## src/design/rbs_pkg.sv

```systemverilog
// ----------------------------------------------------------------------------
// rbs_pkg: shared types, constants and functions of the retry backoff scheduler
// Slot states, operation codes, channel words, controller states and the
// retry / backoff rules used by the datapath.
// ----------------------------------------------------------------------------
package rbs_pkg;

    // table size default, range 2..16 (the slot field is SLOT_W bits)
    localparam int SLOTS_DEF = 16;

    // field widths
    localparam int FUNC_W    = 2;
    localparam int SLOT_W    = 4;
    localparam int TIME_W    = 48;
    localparam int CODE_W    = 10;
    localparam int STATUS_W  = 2;
    localparam int STATE_W   = 3;
    localparam int DELAY_W   = 24;
    localparam int AGE_W     = 40;
    localparam int COUNT_W   = 8;
    localparam int SWEPT_W   = 5;

    // configuration port
    localparam int CFG_IDX_W  = 1;
    localparam int CFG_DATA_W = AGE_W;
    localparam logic [CFG_IDX_W-1:0] CFG_MAX_DELAY = 1'd0;
    localparam logic [CFG_IDX_W-1:0] CFG_MAX_AGE   = 1'd1;
    localparam logic [DELAY_W-1:0]   MAX_DELAY_RST = 24'd300000;
    localparam logic [AGE_W-1:0]     MAX_AGE_RST   = 40'd86400000;

    // backoff and retry rules
    localparam logic [DELAY_W-1:0] BASE_DELAY_MS = 24'd1000;
    localparam logic [COUNT_W-1:0] MAX_SHIFT     = 8'd10;
    localparam logic [COUNT_W-1:0] COUNT_MAX     = 8'd255;
    localparam logic [CODE_W-1:0]  CODE_NETWORK  = 10'd0;
    localparam logic [CODE_W-1:0]  CODE_THROTTLE = 10'd429;
    localparam logic [CODE_W-1:0]  CODE_5XX_LO   = 10'd500;
    localparam logic [CODE_W-1:0]  CODE_5XX_HI   = 10'd599;
    localparam logic [COUNT_W-1:0] LIMIT_5XX     = 8'd5;
    localparam logic [COUNT_W-1:0] LIMIT_NETWORK = 8'd8;
    localparam logic [SWEPT_W-1:0] SWEPT_MAX     = 5'd31;

    typedef enum logic [FUNC_W-1:0] {
        F_ENQUEUE = 2'd0,
        F_REPORT  = 2'd1,
        F_PICK    = 2'd2,
        F_SWEEP   = 2'd3
    } t_func;

    typedef enum logic [STATUS_W-1:0] {
        ST_DONE   = 2'd0,
        ST_CHOSEN = 2'd1,
        ST_NONE   = 2'd2
    } t_status;

    typedef enum logic [STATE_W-1:0] {
        SLOT_EMPTY    = 3'd0,
        SLOT_PENDING  = 3'd1,
        SLOT_RETRYING = 3'd2,
        SLOT_SENT     = 3'd3,
        SLOT_FAILED   = 3'd4
    } t_slot_st;

    typedef struct packed {
        logic [FUNC_W-1:0] func;
        logic [SLOT_W-1:0] slot;
        logic [TIME_W-1:0] now_ms;
        logic              success;
        logic [CODE_W-1:0] error_code;
    } t_in_word;

    typedef struct packed {
        logic [STATUS_W-1:0] status;
        logic [SLOT_W-1:0]   slot_out;
        logic [STATE_W-1:0]  slot_state_out;
        logic                will_retry;
        logic [DELAY_W-1:0]  backoff_ms;
        logic [COUNT_W-1:0]  retries;
        logic [SWEPT_W-1:0]  swept_count;
    } t_out_word;

    // per-slot attempt record
    typedef struct packed {
        logic [COUNT_W-1:0] cnt;
        logic [CODE_W-1:0]  err;
        logic [TIME_W-1:0]  last;
    } t_meta;

    typedef enum logic [2:0] {
        C_IDLE,
        C_ENQ,
        C_RPT_RD,
        C_RPT_WR,
        C_SCAN,
        C_PUSH
    } t_ctrl_state;

    typedef struct packed {
        logic capture;
        logic enq;
        logic rpt;
        logic scan;
        logic push;
    } t_cmd;

    typedef struct packed {
        logic scan_done;
        logic out_free;
    } t_stat;

    function automatic logic [DELAY_W-1:0] backoff_calc(
        input logic [COUNT_W-1:0] cnt,
        input logic [DELAY_W-1:0] cap
    );
        logic [3:0]         sh;
        logic [DELAY_W-1:0] d;
        sh = (cnt < MAX_SHIFT) ? cnt[3:0] : MAX_SHIFT[3:0];
        d  = BASE_DELAY_MS << sh;
        return (d > cap) ? cap : d;
    endfunction

    function automatic logic retry_ok(
        input logic [COUNT_W-1:0] cnt,
        input logic [CODE_W-1:0]  code
    );
        logic ok;
        if (code == CODE_THROTTLE) begin
            ok = 1'b1;
        end else if (code inside {[CODE_5XX_LO:CODE_5XX_HI]}) begin
            ok = (cnt < LIMIT_5XX);
        end else if (code == CODE_NETWORK) begin
            ok = (cnt < LIMIT_NETWORK);
        end else begin
            ok = 1'b0;
        end
        return ok;
    endfunction

endpackage

```

## src/design/rbs_in_if.sv

```systemverilog
// ----------------------------------------------------------------------------
// rbs_in_if: request channel of the retry backoff scheduler
// valid / ready handshake carrying one request word.
// ----------------------------------------------------------------------------
interface rbs_in_if;
    import rbs_pkg::*;

    logic     valid;
    logic     ready;
    t_in_word payload;

    modport source (output valid, output payload, input ready);
    modport sink   (input valid, input payload, output ready);
endinterface

```

## src/design/rbs_out_if.sv

```systemverilog
// ----------------------------------------------------------------------------
// rbs_out_if: result channel of the retry backoff scheduler
// valid / ready handshake carrying one result word.
// ----------------------------------------------------------------------------
interface rbs_out_if;
    import rbs_pkg::*;

    logic      valid;
    logic      ready;
    t_out_word payload;

    modport source (output valid, output payload, input ready);
    modport sink   (input valid, input payload, output ready);
endinterface

```

## src/design/rbs_ctrl.sv

```systemverilog
// ----------------------------------------------------------------------------
// rbs_ctrl: sequencer of the retry backoff scheduler
// Takes one request at a time and steps the datapath through it.
// ----------------------------------------------------------------------------
module rbs_ctrl (
    input  logic                          i_clk,
    input  logic                          i_rst_n,
    input  logic                          i_in_valid,
    input  logic [rbs_pkg::FUNC_W-1:0]    i_func,
    input  rbs_pkg::t_stat                i_stat,
    output logic                          o_in_ready,
    output rbs_pkg::t_cmd                 o_cmd
);
    import rbs_pkg::*;

    t_ctrl_state r_state;
    t_ctrl_state n_state;

    always_ff @(posedge i_clk) begin
        if (!i_rst_n) begin
            r_state <= C_IDLE;
        end else begin
            r_state <= n_state;
        end
    end

    // next state
    always_comb begin
        n_state = r_state;
        case (r_state)
            C_IDLE: begin
                if (i_in_valid) begin
                    case (t_func'(i_func))
                        F_ENQUEUE: n_state = C_ENQ;
                        F_REPORT:  n_state = C_RPT_RD;
                        default:   n_state = C_SCAN;
                    endcase
                end
            end
            C_ENQ:    n_state = C_PUSH;
            C_RPT_RD: n_state = C_RPT_WR;
            C_RPT_WR: n_state = C_PUSH;
            C_SCAN: begin
                if (i_stat.scan_done) begin
                    n_state = C_PUSH;
                end
            end
            C_PUSH: begin
                if (i_stat.out_free) begin
                    n_state = C_IDLE;
                end
            end
            default: n_state = C_IDLE;
        endcase
    end

    // outputs
    always_comb begin
        o_in_ready    = 1'b0;
        o_cmd         = '0;
        case (r_state)
            C_IDLE: begin
                o_in_ready    = 1'b1;
                o_cmd.capture = i_in_valid;
            end
            C_ENQ:    o_cmd.enq  = 1'b1;
            C_RPT_WR: o_cmd.rpt  = 1'b1;
            C_SCAN:   o_cmd.scan = 1'b1;
            C_PUSH:   o_cmd.push = i_stat.out_free;
            default: begin
                o_in_ready = 1'b0;
            end
        endcase
    end

endmodule

```

## src/design/rbs_dpath.sv

```systemverilog
// ----------------------------------------------------------------------------
// rbs_dpath: slot table and evaluation logic of the retry backoff scheduler
// State flops, attempt record and queue time memories, scan pipeline,
// result and output registers, configuration registers.
// ----------------------------------------------------------------------------
module rbs_dpath #(
    parameter int SLOTS = rbs_pkg::SLOTS_DEF
) (
    input  logic                              i_clk,
    input  logic                              i_rst_n,
    input  rbs_pkg::t_in_word                 i_word,
    input  rbs_pkg::t_cmd                     i_cmd,
    input  logic                              i_out_ready,
    input  logic                              i_cfg_we,
    input  logic [rbs_pkg::CFG_IDX_W-1:0]     i_cfg_idx,
    input  logic [rbs_pkg::CFG_DATA_W-1:0]    i_cfg_data,
    output rbs_pkg::t_stat                    o_stat,
    output logic                              o_out_valid,
    output rbs_pkg::t_out_word                o_out_word
);
    import rbs_pkg::*;

    localparam int SW = (SLOTS > 1) ? $clog2(SLOTS) : 1;
    localparam logic [SW-1:0] LAST_ADDR = SW'(SLOTS - 1);

    // configuration
    logic [DELAY_W-1:0] r_max_delay;
    logic [AGE_W-1:0]   r_max_age;

    // captured request
    t_func              r_func;
    logic [SLOT_W-1:0]  r_slot;
    logic [TIME_W-1:0]  r_now;
    logic               r_success;
    logic [CODE_W-1:0]  r_code;

    // table
    t_slot_st           r_state [SLOTS];
    t_meta              r_mem_meta [SLOTS];
    logic [TIME_W-1:0]  r_mem_q [SLOTS];
    t_meta              r_rd_meta;
    logic [TIME_W-1:0]  r_rd_q;

    // scan pipeline
    logic [SW-1:0]      r_addr;
    logic [SW-1:0]      r_ev_addr;
    logic               r_ev_vld;
    logic               r_issue_done;
    logic [SWEPT_W-1:0] r_cnt;

    // result path
    t_out_word          r_res;
    t_out_word          r_out;
    logic               r_out_vld;

    t_out_word          res_next;
    t_slot_st           ev_st;
    logic               slot_ok;
    logic               rpt_live;
    logic [COUNT_W-1:0] cnt_inc;
    logic               rpt_ok;
    logic [DELAY_W-1:0] rpt_bo;
    t_slot_st           rpt_state;
    logic [COUNT_W-1:0] rpt_cnt;
    logic [CODE_W-1:0]  rpt_err;
    logic [DELAY_W-1:0] bo_rd;
    logic [TIME_W-1:0]  since_last;
    logic [TIME_W-1:0]  age;
    logic               pick_pend;
    logic               pick_ret;
    logic               pick_hit;
    logic               stale;
    logic               ev_last;
    logic [SWEPT_W-1:0] cnt_next;

    // ---- evaluation --------------------------------------------------------
    always_comb begin
        ev_st    = r_state[r_ev_addr];
        slot_ok  = (32'(r_slot) < SLOTS);
        rpt_live = slot_ok && (ev_st != SLOT_EMPTY);

        // attempt report
        cnt_inc   = (r_rd_meta.cnt == COUNT_MAX) ? r_rd_meta.cnt
                                                 : r_rd_meta.cnt + 8'd1;
        rpt_ok    = retry_ok(cnt_inc, r_code);
        rpt_bo    = rpt_ok ? backoff_calc(cnt_inc, r_max_delay) : '0;
        rpt_state = r_success ? SLOT_SENT : (rpt_ok ? SLOT_RETRYING : SLOT_FAILED);
        rpt_cnt   = r_success ? r_rd_meta.cnt : cnt_inc;
        rpt_err   = r_success ? r_rd_meta.err : r_code;

        // pick next
        bo_rd      = backoff_calc(r_rd_meta.cnt, r_max_delay);
        since_last = r_now - r_rd_meta.last;
        pick_pend  = (ev_st == SLOT_PENDING);
        pick_ret   = (ev_st == SLOT_RETRYING)
                     && retry_ok(r_rd_meta.cnt, r_rd_meta.err)
                     && (r_now >= r_rd_meta.last)
                     && (since_last >= TIME_W'(bo_rd));
        pick_hit   = r_ev_vld && (pick_pend || pick_ret);

        // sweep; backwards time never ages
        age      = r_now - r_rd_q;
        stale    = r_ev_vld
                   && ((ev_st == SLOT_PENDING) || (ev_st == SLOT_RETRYING))
                   && (r_now >= r_rd_q)
                   && (age > TIME_W'(r_max_age));
        cnt_next = (stale && (r_cnt != SWEPT_MAX)) ? r_cnt + 5'd1 : r_cnt;

        ev_last  = (r_ev_addr == LAST_ADDR);
    end

    assign o_stat.scan_done = r_ev_vld && (ev_last || ((r_func == F_PICK) && pick_hit));
    assign o_stat.out_free  = !r_out_vld || i_out_ready;

    // ---- result word -------------------------------------------------------
    always_comb begin
        res_next          = '0;
        res_next.status   = ST_DONE;
        res_next.slot_out = r_slot;
        case (r_func)
            F_ENQUEUE: begin
                if (slot_ok) begin
                    res_next.slot_state_out = SLOT_PENDING;
                end
            end
            F_REPORT: begin
                if (rpt_live) begin
                    res_next.slot_state_out = rpt_state;
                    res_next.will_retry     = !r_success && rpt_ok;
                    res_next.backoff_ms     = r_success ? '0 : rpt_bo;
                    res_next.retries        = rpt_cnt;
                end
            end
            F_PICK: begin
                res_next.slot_out = '0;
                if (pick_hit) begin
                    res_next.status         = ST_CHOSEN;
                    res_next.slot_out       = SLOT_W'(r_ev_addr);
                    res_next.slot_state_out = ev_st;
                    res_next.will_retry     = pick_ret;
                    res_next.backoff_ms     = pick_ret ? bo_rd : '0;
                    res_next.retries        = r_rd_meta.cnt;
                end else begin
                    res_next.status = ST_NONE;
                end
            end
            F_SWEEP: begin
                res_next.slot_out    = '0;
                res_next.swept_count = cnt_next;
            end
            default: res_next = '0;
        endcase
    end

    // ---- configuration -----------------------------------------------------
    always_ff @(posedge i_clk) begin
        if (!i_rst_n) begin
            r_max_delay <= MAX_DELAY_RST;
            r_max_age   <= MAX_AGE_RST;
        end else if (i_cfg_we) begin
            case (i_cfg_idx)
                CFG_MAX_DELAY: r_max_delay <= i_cfg_data[DELAY_W-1:0];
                CFG_MAX_AGE:   r_max_age   <= i_cfg_data[AGE_W-1:0];
                default:       r_max_age   <= r_max_age;
            endcase
        end
    end

    // ---- slot states, cleared at reset --------------------------------------
    always_ff @(posedge i_clk) begin
        if (!i_rst_n) begin
            for (int i = 0; i < SLOTS; i++) begin
                r_state[i] <= SLOT_EMPTY;
            end
        end else if (i_cmd.enq && slot_ok) begin
            r_state[r_ev_addr] <= SLOT_PENDING;
        end else if (i_cmd.rpt && rpt_live) begin
            r_state[r_ev_addr] <= rpt_state;
        end else if (i_cmd.scan && (r_func == F_SWEEP) && stale) begin
            r_state[r_ev_addr] <= SLOT_FAILED;
        end
    end

    // ---- record memories ---------------------------------------------------
    always_ff @(posedge i_clk) begin
        if (i_cmd.enq && slot_ok) begin
            r_mem_meta[r_ev_addr] <= '0;
            r_mem_q[r_ev_addr]    <= r_now;
        end else if (i_cmd.rpt && rpt_live) begin
            r_mem_meta[r_ev_addr] <= '{cnt: rpt_cnt, err: rpt_err, last: r_now};
        end
    end

    always_ff @(posedge i_clk) begin
        r_rd_meta <= r_mem_meta[r_addr];
        r_rd_q    <= r_mem_q[r_addr];
    end

    // ---- request capture and scan pipeline ---------------------------------
    always_ff @(posedge i_clk) begin
        if (!i_rst_n) begin
            r_ev_vld     <= 1'b0;
            r_issue_done <= 1'b0;
        end else if (i_cmd.capture) begin
            r_ev_vld     <= 1'b0;
            r_issue_done <= 1'b0;
        end else if (i_cmd.scan) begin
            r_ev_vld <= !r_issue_done;
            if (!r_issue_done && (r_addr == LAST_ADDR)) begin
                r_issue_done <= 1'b1;
            end
        end
    end

    always_ff @(posedge i_clk) begin
        if (i_cmd.capture) begin
            r_func    <= t_func'(i_word.func);
            r_slot    <= i_word.slot;
            r_now     <= i_word.now_ms;
            r_success <= i_word.success;
            r_code    <= i_word.error_code;
            r_cnt     <= '0;
            r_ev_addr <= SW'(i_word.slot);
            if ((t_func'(i_word.func) == F_PICK) || (t_func'(i_word.func) == F_SWEEP)) begin
                r_addr <= '0;
            end else begin
                r_addr <= SW'(i_word.slot);
            end
        end else if (i_cmd.scan) begin
            if (r_ev_vld) begin
                r_cnt <= cnt_next;
            end
            if (!r_issue_done) begin
                r_ev_addr <= r_addr;
                if (r_addr != LAST_ADDR) begin
                    r_addr <= r_addr + 1'b1;
                end
            end
        end
    end

    // ---- result and output registers ---------------------------------------
    always_ff @(posedge i_clk) begin
        if (i_cmd.enq || i_cmd.rpt || (i_cmd.scan && o_stat.scan_done)) begin
            r_res <= res_next;
        end
        if (i_cmd.push) begin
            r_out <= r_res;
        end
    end

    always_ff @(posedge i_clk) begin
        if (!i_rst_n) begin
            r_out_vld <= 1'b0;
        end else if (i_cmd.push) begin
            r_out_vld <= 1'b1;
        end else if (i_out_ready) begin
            r_out_vld <= 1'b0;
        end
    end

    assign o_out_valid = r_out_vld;
    assign o_out_word  = r_out;

endmodule

```

## src/design/retry_backoff_scheduler.sv

```systemverilog
// ----------------------------------------------------------------------------
// retry_backoff_scheduler: capped exponential backoff retry scheduler
// Slot table of outgoing messages with enqueue, attempt report, pick-next
// and stale sweep operations.
// ----------------------------------------------------------------------------
// One request word is worked at a time and gives exactly one result word.
// Enqueue goes through C_ENQ and C_PUSH, an attempt report through C_RPT_RD,
// C_RPT_WR and C_PUSH, and pick-next and sweep through C_SCAN and C_PUSH: they
// walk the table one slot per cycle through the single read port of the
// slot record memory, pick-next stopping at the first slot it can send.
// The result sits in an output register, so a new request is taken while
// the previous result is still waiting; the block only holds back at the
// end of an item when that register is still full. Slot states clear at
// reset; the attempt records carry no reset and are written by enqueue
// before anything reads them. The user must make configuration writes only
// while no request is in flight (the block does not enforce it): index
// CFG_MAX_DELAY caps the backoff, CFG_MAX_AGE sets the age at which unsent messages are swept to failed.
// ----------------------------------------------------------------------------
module retry_backoff_scheduler #(
    parameter int SLOTS = rbs_pkg::SLOTS_DEF
) (
    input  logic                           i_clk,
    input  logic                           i_rst_n,
    rbs_in_if.sink                         i_in,
    rbs_out_if.source                      o_out,
    input  logic                           i_cfg_we,
    input  logic [rbs_pkg::CFG_IDX_W-1:0]  i_cfg_idx,
    input  logic [rbs_pkg::CFG_DATA_W-1:0] i_cfg_data
);
    import rbs_pkg::*;

    t_cmd      cmd;    // sequencer -> datapath
    t_stat     stat;   // datapath -> sequencer
    logic      in_ready;
    logic      out_valid;
    t_out_word out_word;

    rbs_ctrl u_ctrl (
        .i_clk      (i_clk),
        .i_rst_n    (i_rst_n),
        .i_in_valid (i_in.valid),
        .i_func     (i_in.payload.func),
        .i_stat     (stat),
        .o_in_ready (in_ready),
        .o_cmd      (cmd)
    );

    rbs_dpath #(
        .SLOTS (SLOTS)
    ) u_dpath (
        .i_clk       (i_clk),
        .i_rst_n     (i_rst_n),
        .i_word      (i_in.payload),
        .i_cmd       (cmd),
        .i_out_ready (o_out.ready),
        .i_cfg_we    (i_cfg_we),
        .i_cfg_idx   (i_cfg_idx),
        .i_cfg_data  (i_cfg_data),
        .o_stat      (stat),
        .o_out_valid (out_valid),
        .o_out_word  (out_word)
    );

    assign i_in.ready    = in_ready;
    assign o_out.valid   = out_valid;
    assign o_out.payload = out_word;

    // one word in flight: ready drops right after a word is taken
    a_one_in_flight: assert property (@(posedge i_clk) disable iff (!i_rst_n)
        (i_in.valid && i_in.ready) |=> !i_in.ready)
        else $error("request taken while another is in flight");

    // a chosen slot is always pending or retrying
    a_chosen_sendable: assert property (@(posedge i_clk) disable iff (!i_rst_n)
        (o_out.valid && (o_out.payload.status == ST_CHOSEN)) |->
        ((o_out.payload.slot_state_out == SLOT_PENDING) ||
         (o_out.payload.slot_state_out == SLOT_RETRYING)))
        else $error("chosen slot not sendable");

    // no backoff without a retry
    a_backoff_needs_retry: assert property (@(posedge i_clk) disable iff (!i_rst_n)
        (o_out.valid && !o_out.payload.will_retry) |-> (o_out.payload.backoff_ms == '0))
        else $error("backoff reported without retry");

    // sweep count only comes with a plain done word
    a_sweep_word: assert property (@(posedge i_clk) disable iff (!i_rst_n)
        (o_out.valid && (o_out.payload.swept_count != '0)) |->
        ((o_out.payload.status == ST_DONE) && (o_out.payload.slot_out == '0)))
        else $error("sweep count on a non-sweep word");

endmodule
```

## src/flat_wrapper.sv

```systemverilog
// flat-port wrapper written by rule: the top's interface ports become plain ports
module retry_backoff_scheduler_flat import rbs_pkg::*;
#(
    parameter int SLOTS = rbs_pkg::SLOTS_DEF
)
  (i_clk, i_rst_n, i_cfg_we, i_cfg_idx, i_cfg_data, i_in_valid, i_in_payload, i_in_ready, o_out_valid, o_out_payload, o_out_ready);
  rbs_in_if i_in_i ();
  rbs_out_if o_out_i ();
  input  logic i_clk;
  input  logic i_rst_n;
  input  logic i_cfg_we;
  input  logic [rbs_pkg::CFG_IDX_W-1:0] i_cfg_idx;
  input  logic [rbs_pkg::CFG_DATA_W-1:0] i_cfg_data;
  input wire logic [$bits(i_in_i.valid)-1:0] i_in_valid;
  input wire logic [$bits(i_in_i.payload)-1:0] i_in_payload;
  output wire logic [$bits(i_in_i.ready)-1:0] i_in_ready;
  output wire logic [$bits(o_out_i.valid)-1:0] o_out_valid;
  output wire logic [$bits(o_out_i.payload)-1:0] o_out_payload;
  input wire logic [$bits(o_out_i.ready)-1:0] o_out_ready;
  assign i_in_i.valid = i_in_valid;
  assign i_in_i.payload = i_in_payload;
  assign i_in_ready = i_in_i.ready;
  assign o_out_valid = o_out_i.valid;
  assign o_out_payload = o_out_i.payload;
  assign o_out_i.ready = o_out_ready;
  retry_backoff_scheduler #(.SLOTS(SLOTS)) u_core (.i_clk(i_clk), .i_rst_n(i_rst_n), .i_in(i_in_i), .o_out(o_out_i), .i_cfg_we(i_cfg_we), .i_cfg_idx(i_cfg_idx), .i_cfg_data(i_cfg_data));
endmodule
```

## config.mk

```make
export PLATFORM = sky130hd
export DESIGN_NAME = retry_backoff_scheduler_flat
export DESIGN_NICKNAME = d
export VERILOG_FILES = /design/src/design/rbs_pkg.sv /design/src/design/rbs_in_if.sv /design/src/design/rbs_out_if.sv /design/src/design/rbs_ctrl.sv /design/src/design/rbs_dpath.sv /design/src/design/retry_backoff_scheduler.sv /design/src/flat_wrapper.sv
export SDC_FILE = /design/constraint.sdc
export NUM_CORES = 2
export LEC_CHECK = 0
export BUFFER_PORTS_ARGS = -buffer_cell sky130_fd_sc_hd__buf_4
export CORE_MARGIN = 2
export CORE_UTILIZATION = 40
export CTS_CLUSTER_DIAMETER = 60
export DETAILED_ROUTE_END_ITERATION = 8
export GPL_TIMING_DRIVEN = 0
export SYNTH_ARGS = -nofsm -noshare
export SYNTH_HDL_FRONTEND = slang
export SYNTH_SLANG_ARGS = --single-unit
```

## constraint.sdc

```tcl
create_clock -name i_clk -period 10.1 [get_ports i_clk]
set_input_delay 2.02 -clock i_clk [delete_from_list [all_inputs] [get_ports i_clk]]
set_output_delay 2.02 -clock i_clk [all_outputs]
set_load 0.02 [all_outputs]
```

# Word level (Yosys, flattened, before mapping)
# Memories as Yosys holds them, arrays and structs flattened. A register that Yosys moved wholly into a read port is not among the register bits.
# Cells that the tools add are included.
[word_totals] latch_bits=0 ff_bits=242 romBits=0 out_inout_bits=49 word_cells=198 inputBits=111 mem_count=3 ramBits=1872
[classes] n_lt_le_gt_ge=16 bitwise=5 shifts=2 n_reduce_logical=47 n_mul=0 n_mux=68 add_sub_neg=5 n_div=0 n_eq_ne=24
[memory_table] name="u_core.u_dpath.r_mem_meta" words=16 width=66 rd=1 rd_clocked_by_memory_dff=1 write_ports=1 line="rbs_dpath.sv:39" text="t_meta r_mem_meta [SLOTS];"
[memory_table] name="u_core.u_dpath.r_mem_q" words=16 width=48 rd=1 rd_clocked_by_memory_dff=1 write_ports=1 line="rbs_dpath.sv:40" text="logic [TIME_W-1:0] r_mem_q [SLOTS];"
[memory_table] name="u_core.u_dpath.r_state" words=16 width=3 rd=1 rd_clocked_by_memory_dff=1 write_ports=16 line="rbs_dpath.sv:38" text="t_slot_st r_state [SLOTS];"
[op_table] op="$mux 24" count=5
[op_table] op="$ge 48x48->1" count=2
[op_table] op="$sub 48x48->48" count=2
[op_table] op="$mux 66" count=1
[op_table] op="$pmux 33 s2" count=1
[op_table] op="$ge 48x24->1" count=1
[op_table] op="$gt 24x24->1" count=2
[op_table] op="$gt 48x40->1" count=1
[op_table] op="$mux 4" count=12
[op_table] op="$shl 10x4->24 const A" count=2
[op_table] op="$mux 40" count=1
[op_table] op="$mux 36" count=1
[op_table] op="$lt 8x4->1 const B" count=4
[op_table] op="$mux 1" count=30
[op_table] op="$mux 3" count=8
[op_table] op="$eq 10x9->1 const B" count=2
[op_table] op="$ge 10x9->1 const B" count=2
[op_table] op="$le 10x10->1 const B" count=2
[op_table] op="$logic_not 10->1" count=2
[op_table] op="$logic_and 1x1->1" count=18
[op_table] op="$lt 8x3->1 const B" count=2
[op_table] op="$mux 8" count=2
[op_table] op="$pmux 3 s5" count=1
[op_table] op="$mux 10" count=1
[op_table] op="31 further kinds" count=62

# Longest topological paths before layout
[logic_depth] ltp_word=14 ltp_mapped=32 depth_no_buf=28

# Modules after synthesis
# A second synthesis with hierarchy kept.
[unflattened] hier_cells=5205 hier_area_um2=92777.7
[modules_own_cells] module="rbs_dpath" n_inst=1 seq_area_each_um2=65032.4 cells_per_inst=5179 area_each_um2=92558.8
[modules_own_cells] module="rbs_ctrl" n_inst=1 seq_area_each_um2=60.1 cells_per_inst=26 area_each_um2=219.0

# Worst setup path after synthesis
# No wires, ideal clock.
[synth_timing] kind="reg2reg" from="register, netlist name u_core.u_dpath.r_rd_meta[63]" to="register u_core.u_dpath.r_res[0] (netlist name), enable pin" path_buffers=3 path_stages_with_launch=30 setup_time_ns=0.464 arrival_ns=7.464 period_less_slack_ns=7.928 t_required_ns=9.636 path_slack_ns=2.172 cell_sequence="dfxtp_1 clkbuf_1 nor4_1 nand2b_1 clkbuf_1 a211oi_1 ha_1 nor2b_1 o21ai_0 o211ai_1 a21oi_1 nor2b_1 o21ai_0 a31oi_1 o21a_1 o21ai_0 buf_1 mux2i_1 ha_1 nand4_1 a211o_1 a21oi_1 o31ai_1 a311oi_1 nor4_1 nand4_1 nor4_4 o21bai_2 nor2_1 o2bb2ai_1"
[synth_between] elab_chain_cells=14 elab_cells_between_ends=21 cone_classes="order compare (5); shift (1); mux (5); reduce/logical (10)"
[synth_lines] element="$lt 8x4->1 (on tied branches)" line="rbs_pkg.sv:117, rbs_pkg.sv:132"
[synth_lines] element="$mux 4 / $mux 1 (equally long branches)" line="rbs_pkg.sv:117, rbs_pkg.sv:131"
[synth_lines] element="$shl 10x4->24 / $mux 1 (equally long branches)" line="rbs_pkg.sv:118, rbs_pkg.sv:129"
[synth_lines] element="$gt 24x24->1 / $mux 1 (equally long branches)" line="rbs_pkg.sv:119, rbs_pkg.sv:127"
[synth_lines] element="$mux 24 / $logic_and 1x1->1 (equally long branches)" line="rbs_pkg.sv:119, rbs_dpath.sv:96"
[synth_lines] element="$ge 48x24->1 / $logic_and 1x1->1 (equally long branches)" line="rbs_dpath.sv:98, rbs_dpath.sv:97"
[synth_lines] element="$logic_and 1x1->1 *" line="rbs_dpath.sv:98" text="&& (since_last >= TIME_W'(bo_rd));"
[synth_lines] element="$logic_or 1x1->1 *" line="rbs_dpath.sv:99" text="pick_hit = r_ev_vld && (pick_pend || pick_ret);"
[synth_lines] element="$logic_and 1x1->1 *" line="rbs_dpath.sv:99"
[synth_lines] element="$logic_and 1x1->1 *" line="rbs_dpath.sv:112" text="assign o_stat.scan_done = r_ev_vld && (ev_last || ((r_func == F_PICK) && pick_hit));"
[synth_lines] element="$logic_or 1x1->1 *" line="rbs_dpath.sv:112"
[synth_lines] element="$logic_and 1x1->1 *" line="rbs_dpath.sv:112"
[synth_lines] element="$logic_and 1x1->1 *" line="rbs_dpath.sv:244" text="if (i_cmd.enq || i_cmd.rpt || (i_cmd.scan && o_stat.scan_done)) begin"
[synth_lines] element="$logic_or 1x1->1 *" line="rbs_dpath.sv:244"
[synth_lines] element="end signal, assigned" line="rbs_dpath.sv:245" text="r_res <= res_next;"
[synth_lines] element="end, declared" line="rbs_dpath.sv:52" text="t_out_word r_res;"
# Mark *: on every way between the ends. The rest lies on a longest branch, timed or not.
# A chain may end at the register's enable or synchronous reset.

# Final worst setup path
[layout_timing] from="register, netlist name u_core.u_dpath.r_rd_meta[63]" to="register u_core.u_dpath.r_res[34] (netlist name), enable pin"
[layout_between] elab_chain_cells=14 elab_cells_between_ends=21 cone_classes="order compare (5); shift (1); mux (5); reduce/logical (10)"
[layout_lines] element="$lt 8x4->1 (on tied branches)" line="rbs_pkg.sv:117, rbs_pkg.sv:132"
[layout_lines] element="$mux 4 / $mux 1 (equally long branches)" line="rbs_pkg.sv:117, rbs_pkg.sv:131"
[layout_lines] element="$shl 10x4->24 / $mux 1 (equally long branches)" line="rbs_pkg.sv:118, rbs_pkg.sv:129"
[layout_lines] element="$gt 24x24->1 / $mux 1 (equally long branches)" line="rbs_pkg.sv:119, rbs_pkg.sv:127"
[layout_lines] element="$mux 24 / $logic_and 1x1->1 (equally long branches)" line="rbs_pkg.sv:119, rbs_dpath.sv:96"
[layout_lines] element="$ge 48x24->1 / $logic_and 1x1->1 (equally long branches)" line="rbs_dpath.sv:98, rbs_dpath.sv:97"
[layout_lines] element="$logic_and 1x1->1 *" line="rbs_dpath.sv:98"
[layout_lines] element="$logic_or 1x1->1 *" line="rbs_dpath.sv:99"
[layout_lines] element="$logic_and 1x1->1 *" line="rbs_dpath.sv:99"
[layout_lines] element="$logic_and 1x1->1 *" line="rbs_dpath.sv:112"
[layout_lines] element="$logic_or 1x1->1 *" line="rbs_dpath.sv:112"
[layout_lines] element="$logic_and 1x1->1 *" line="rbs_dpath.sv:112"
[layout_lines] element="$logic_and 1x1->1 *" line="rbs_dpath.sv:244"
[layout_lines] element="$logic_or 1x1->1 *" line="rbs_dpath.sv:244"
# Marks and branches as above.

==> results.toml <==
[worst_hold_path]
hold_class = "reg2reg"

[timing]
max_freq_ghz = 0.103
slew_headroom_pct = -2.48
setup_viol = 0
rsz0062_at_grt = "false"
period_needed_ns = 9.68
maxSlewViolCount = 10
tightest_slew_ns = 1.54
finalClockSkew_ns = 0.0532
fin_ws_ns = 0.419
period_share_pct = 95.9
hold_viol = 0

[worst_setup_path]
crit_buf_inv = 4
cp-start-kind = "flop"
slowest_delay_ns = 0.79
required_ns = 10.73
rrSetupSlack_ns = 0.42
crit_family = "compound AO/OA/AOI/OAI gates"
cpMaxStageDelayCell = "mux2i_2"
path_class = "reg2reg"
cp_max_fo = 30
arrival_ns = 10.31
endpoint_kind = "flop"

[clock_network]
cts_made_buffers = 229
numClockSinks = 2232
clk-insertion-delay-late_ns = 0.90
root_buffer = "clkbuf_16"
clockBufferDepth = 3
htree_levels = 4
cts_tree = "yes"
clk_pin_slew_ns = 0.07

[power_and_ir_drop]
seqPwrFrac_pct = 40.8
clockPowerShare_pct = 31.8
p_leak_uw = 0.0339
p_switching_uw = 8680
p_per_area_nw_per_um2 = 253
p_int_uw = 18500
ir_worst_vdd_mv = 0.219
finalPower_uw = 27100
power_frac_comb_pct = 27.4
p_sw_share_pct = 32.0

[synth]
syn_area_per_cell_um2 = 18.0
yosysSeqAreaShare_pct = 70.4
synth-seq-cells = 2232
synth_top_area_share_pct = 66.2
yosysWarnings = 0
synth_most_common_cell = "edfxtp_1"
yosys-top-cells-count = "edfxtp_1 (2039), mux4_2 (584), nand2_1 (296)"
synth_edf_count = 2039
yosysTopAreaCell = "edfxtp_1"
netlist_area_um2 = 92500
synthFlopType = "edfxtp_1"
yosysUniqueCellTypes = 96
async_reset_ff_share_pct = 0
synthTopCellsByArea = "edfxtp_1 (66%), mux4_2 (14%), dfxtp_1 (4.2%)"
syn_inst = 5130

[run]
drv_cap = 1

[floorplanning]
rows = 176
fp.dieW_um = 485
die_area_um2 = 235000
core_um2 = 230000
io-pin-count = 160
die_h_um = 485
initial_core_util_pct = 40.2

[grt]
grt_pass1_wl_um = 377000
grt_use_met2_pct = 36.7
grt_pass1_vias = 51500
grt_usage_pct = 22.5
grt_use_met3_pct = 3.57
top_usage_layer = "met2"
grt_max_degree = 39
grt_overflow_total = 0
use_met1_pct = 31.2
antenna_found_initial = 21

[final_layout]
final_nets = 5938
stdcell_count = 8844
fillers = 19400
drive_gt1_share_pct = 22.8
synthToLayoutAreaGrowth_pct = 16.2

[placed_design]
gp_congestion = 0.922
pre_cts_slack_ns = 0.0539
dp_hpwl_um = 184000
io_buffers = 159
placedCellCount = 8408

[drt]
wirelength_um = 266000
drt_iter0_drc = 5930
drc = 0
ant_nets = 0
vias = 51100
avgRoutedWirePerCell_um = 30.1
routed_via_density = 5.78
dr.pass1.iters = 5

[run_status]
violations = "max-capacitance violations, max-slew violations"
outcome = "finished, violations left"
-- stage by stage --
stage / utilization, % / setup TNS [ns] / hold WS, ns / instance area [um^2]
floorplan: - / 0 / 0.400 / 92500
global placement: 42.4 / -631.80 / 0.405 / 97500
detailed placement: 43.3 / 0 / 0.405 / 99600
CTS: 46.7 / 0 / 0.406 / 107000
global route: 46.7 / 0 / 0.421 / 107000
finish: 46.7 / 0 / 0.408 / 107000
-- cell type report --
class / count / area [um^2] / share of cell area (%)
diodes: 3 / 7.51 / 0.00699
clock buffers: 310 / 6350 / 5.91
clock inverters: 123 / 1420 / 1.33
well taps: 3026 / 3790 / 3.53
flip-flops and latches: 2232 / 65100 / 60.6
plain buffers: 246 / 1010 / 0.939
repair buffers: 245 / 3040 / 2.83
multi-input cells: 2459 / 25900 / 24.2
inverters: 200 / 756 / 0.704
-- sequential cells by signal (all words and copies together) (netlist names), 5 cells and up, named ones only --
name / count
u_core.u_dpath.r_max_delay: 24
u_core.u_dpath.r_rd_meta: 66
u_core.u_dpath.r_max_age: 40
u_core.u_dpath.r_res: 47
u_core.u_dpath.r_mem_meta: 1056
u_core.u_dpath.r_rd_q: 48
u_core.u_dpath.r_code: 10
u_core.u_dpath.r_state: 48
u_core.u_dpath.r_now: 48
u_core.u_dpath.o_out_word: 47
u_core.u_dpath.r_mem_q: 768
u_core.u_dpath.r_cnt: 5
-- worst paths after layout --
| check | startpoint | end | cells after the start |
|---|---|---|---|
| hold reg to reg | u_core.u_dpath.r_res[39] | u_core.u_dpath.o_out_word[39] | 0 |
| setup / recovery | u_core.u_dpath.r_rd_meta[63] | u_core.u_dpath.r_res[34] | 31 |
| hold / removal | u_core.u_dpath.r_res[39] | u_core.u_dpath.o_out_word[39] | 0 |
| setup reg to reg | u_core.u_dpath.r_rd_meta[63] | u_core.u_dpath.r_res[34] | 31 |
-- cells by family after synthesis --
logic type,Yosys count,synth area share [%]
AO/OA/AOI/OAI,650,4.66
XOR/XNOR,84,0.796
adder cells (fa/ha/maj),214,2.91
buffers and inverters,446,1.88
flip-flops,2232,70.4
multiplexers,643,14.9
other,1,0.00406
AND/OR/NAND/NOR,860,4.47
-- cell usage in the layout, fill, tap and decap left out, types with 18 or more instances in the layout --
master     netlist  final
edfxtp_1      2039   2039
mux4_2         584    584
nand2_1        296    296
clkbuf_16        0    230
ha_1           212    212
clkbuf_1       167    209
inv_1          199    199
a21oi_1        196    196
nor2_1         228    196
dfxtp_1        193    193
buf_4            6    165
o21ai_0         99     98
buf_12           0     68
a21o_1          66     66
nand4_1         61     61
and2_1          55     55
a21boi_0        52     52
buf_1           53     51
mux2i_1         53     50
nand3_1         49     49
xnor2_1         48     48
xor2_1          36     36
clkinv_2         0     33
nor2_4           0     32
o211ai_1        31     31
clkbuf_8         0     29
nor3_1          28     28
nor2b_1         26     25
o22ai_1         25     25
clkinv_1         1     22
a211oi_1        21     21
o21a_1          20     20
and3_1          18     18
bufinv_16        0     18
-- repair_timing --
action / CTS / global route
hold buffers: 0 / 0
endpoints found under the setup margin: 0 / 78
gates resized for setup: 0 / 5
buffers inserted: 0 / 0
-- power by group through the flow --
stage	Combinational, uW	Clock, uW	Sequential, uW
after floorplan	4840	0	11000
after global placement	7260	0	11300
after detailed placement	7410	0	11300
after CTS	7440	8750	11100
after global routing	7970	9120	11100
final	7430	8640	11100
-- per-layer routing --
layer | share of wire [%] | wire length (um)
met5 | 0.0079 | 21
met1 | 42 | 111000
met3 | 7.2 | 19300
met4 | 2.9 | 7680
met2 | 48 | 128000
Power figures use the tool's default switching activity.
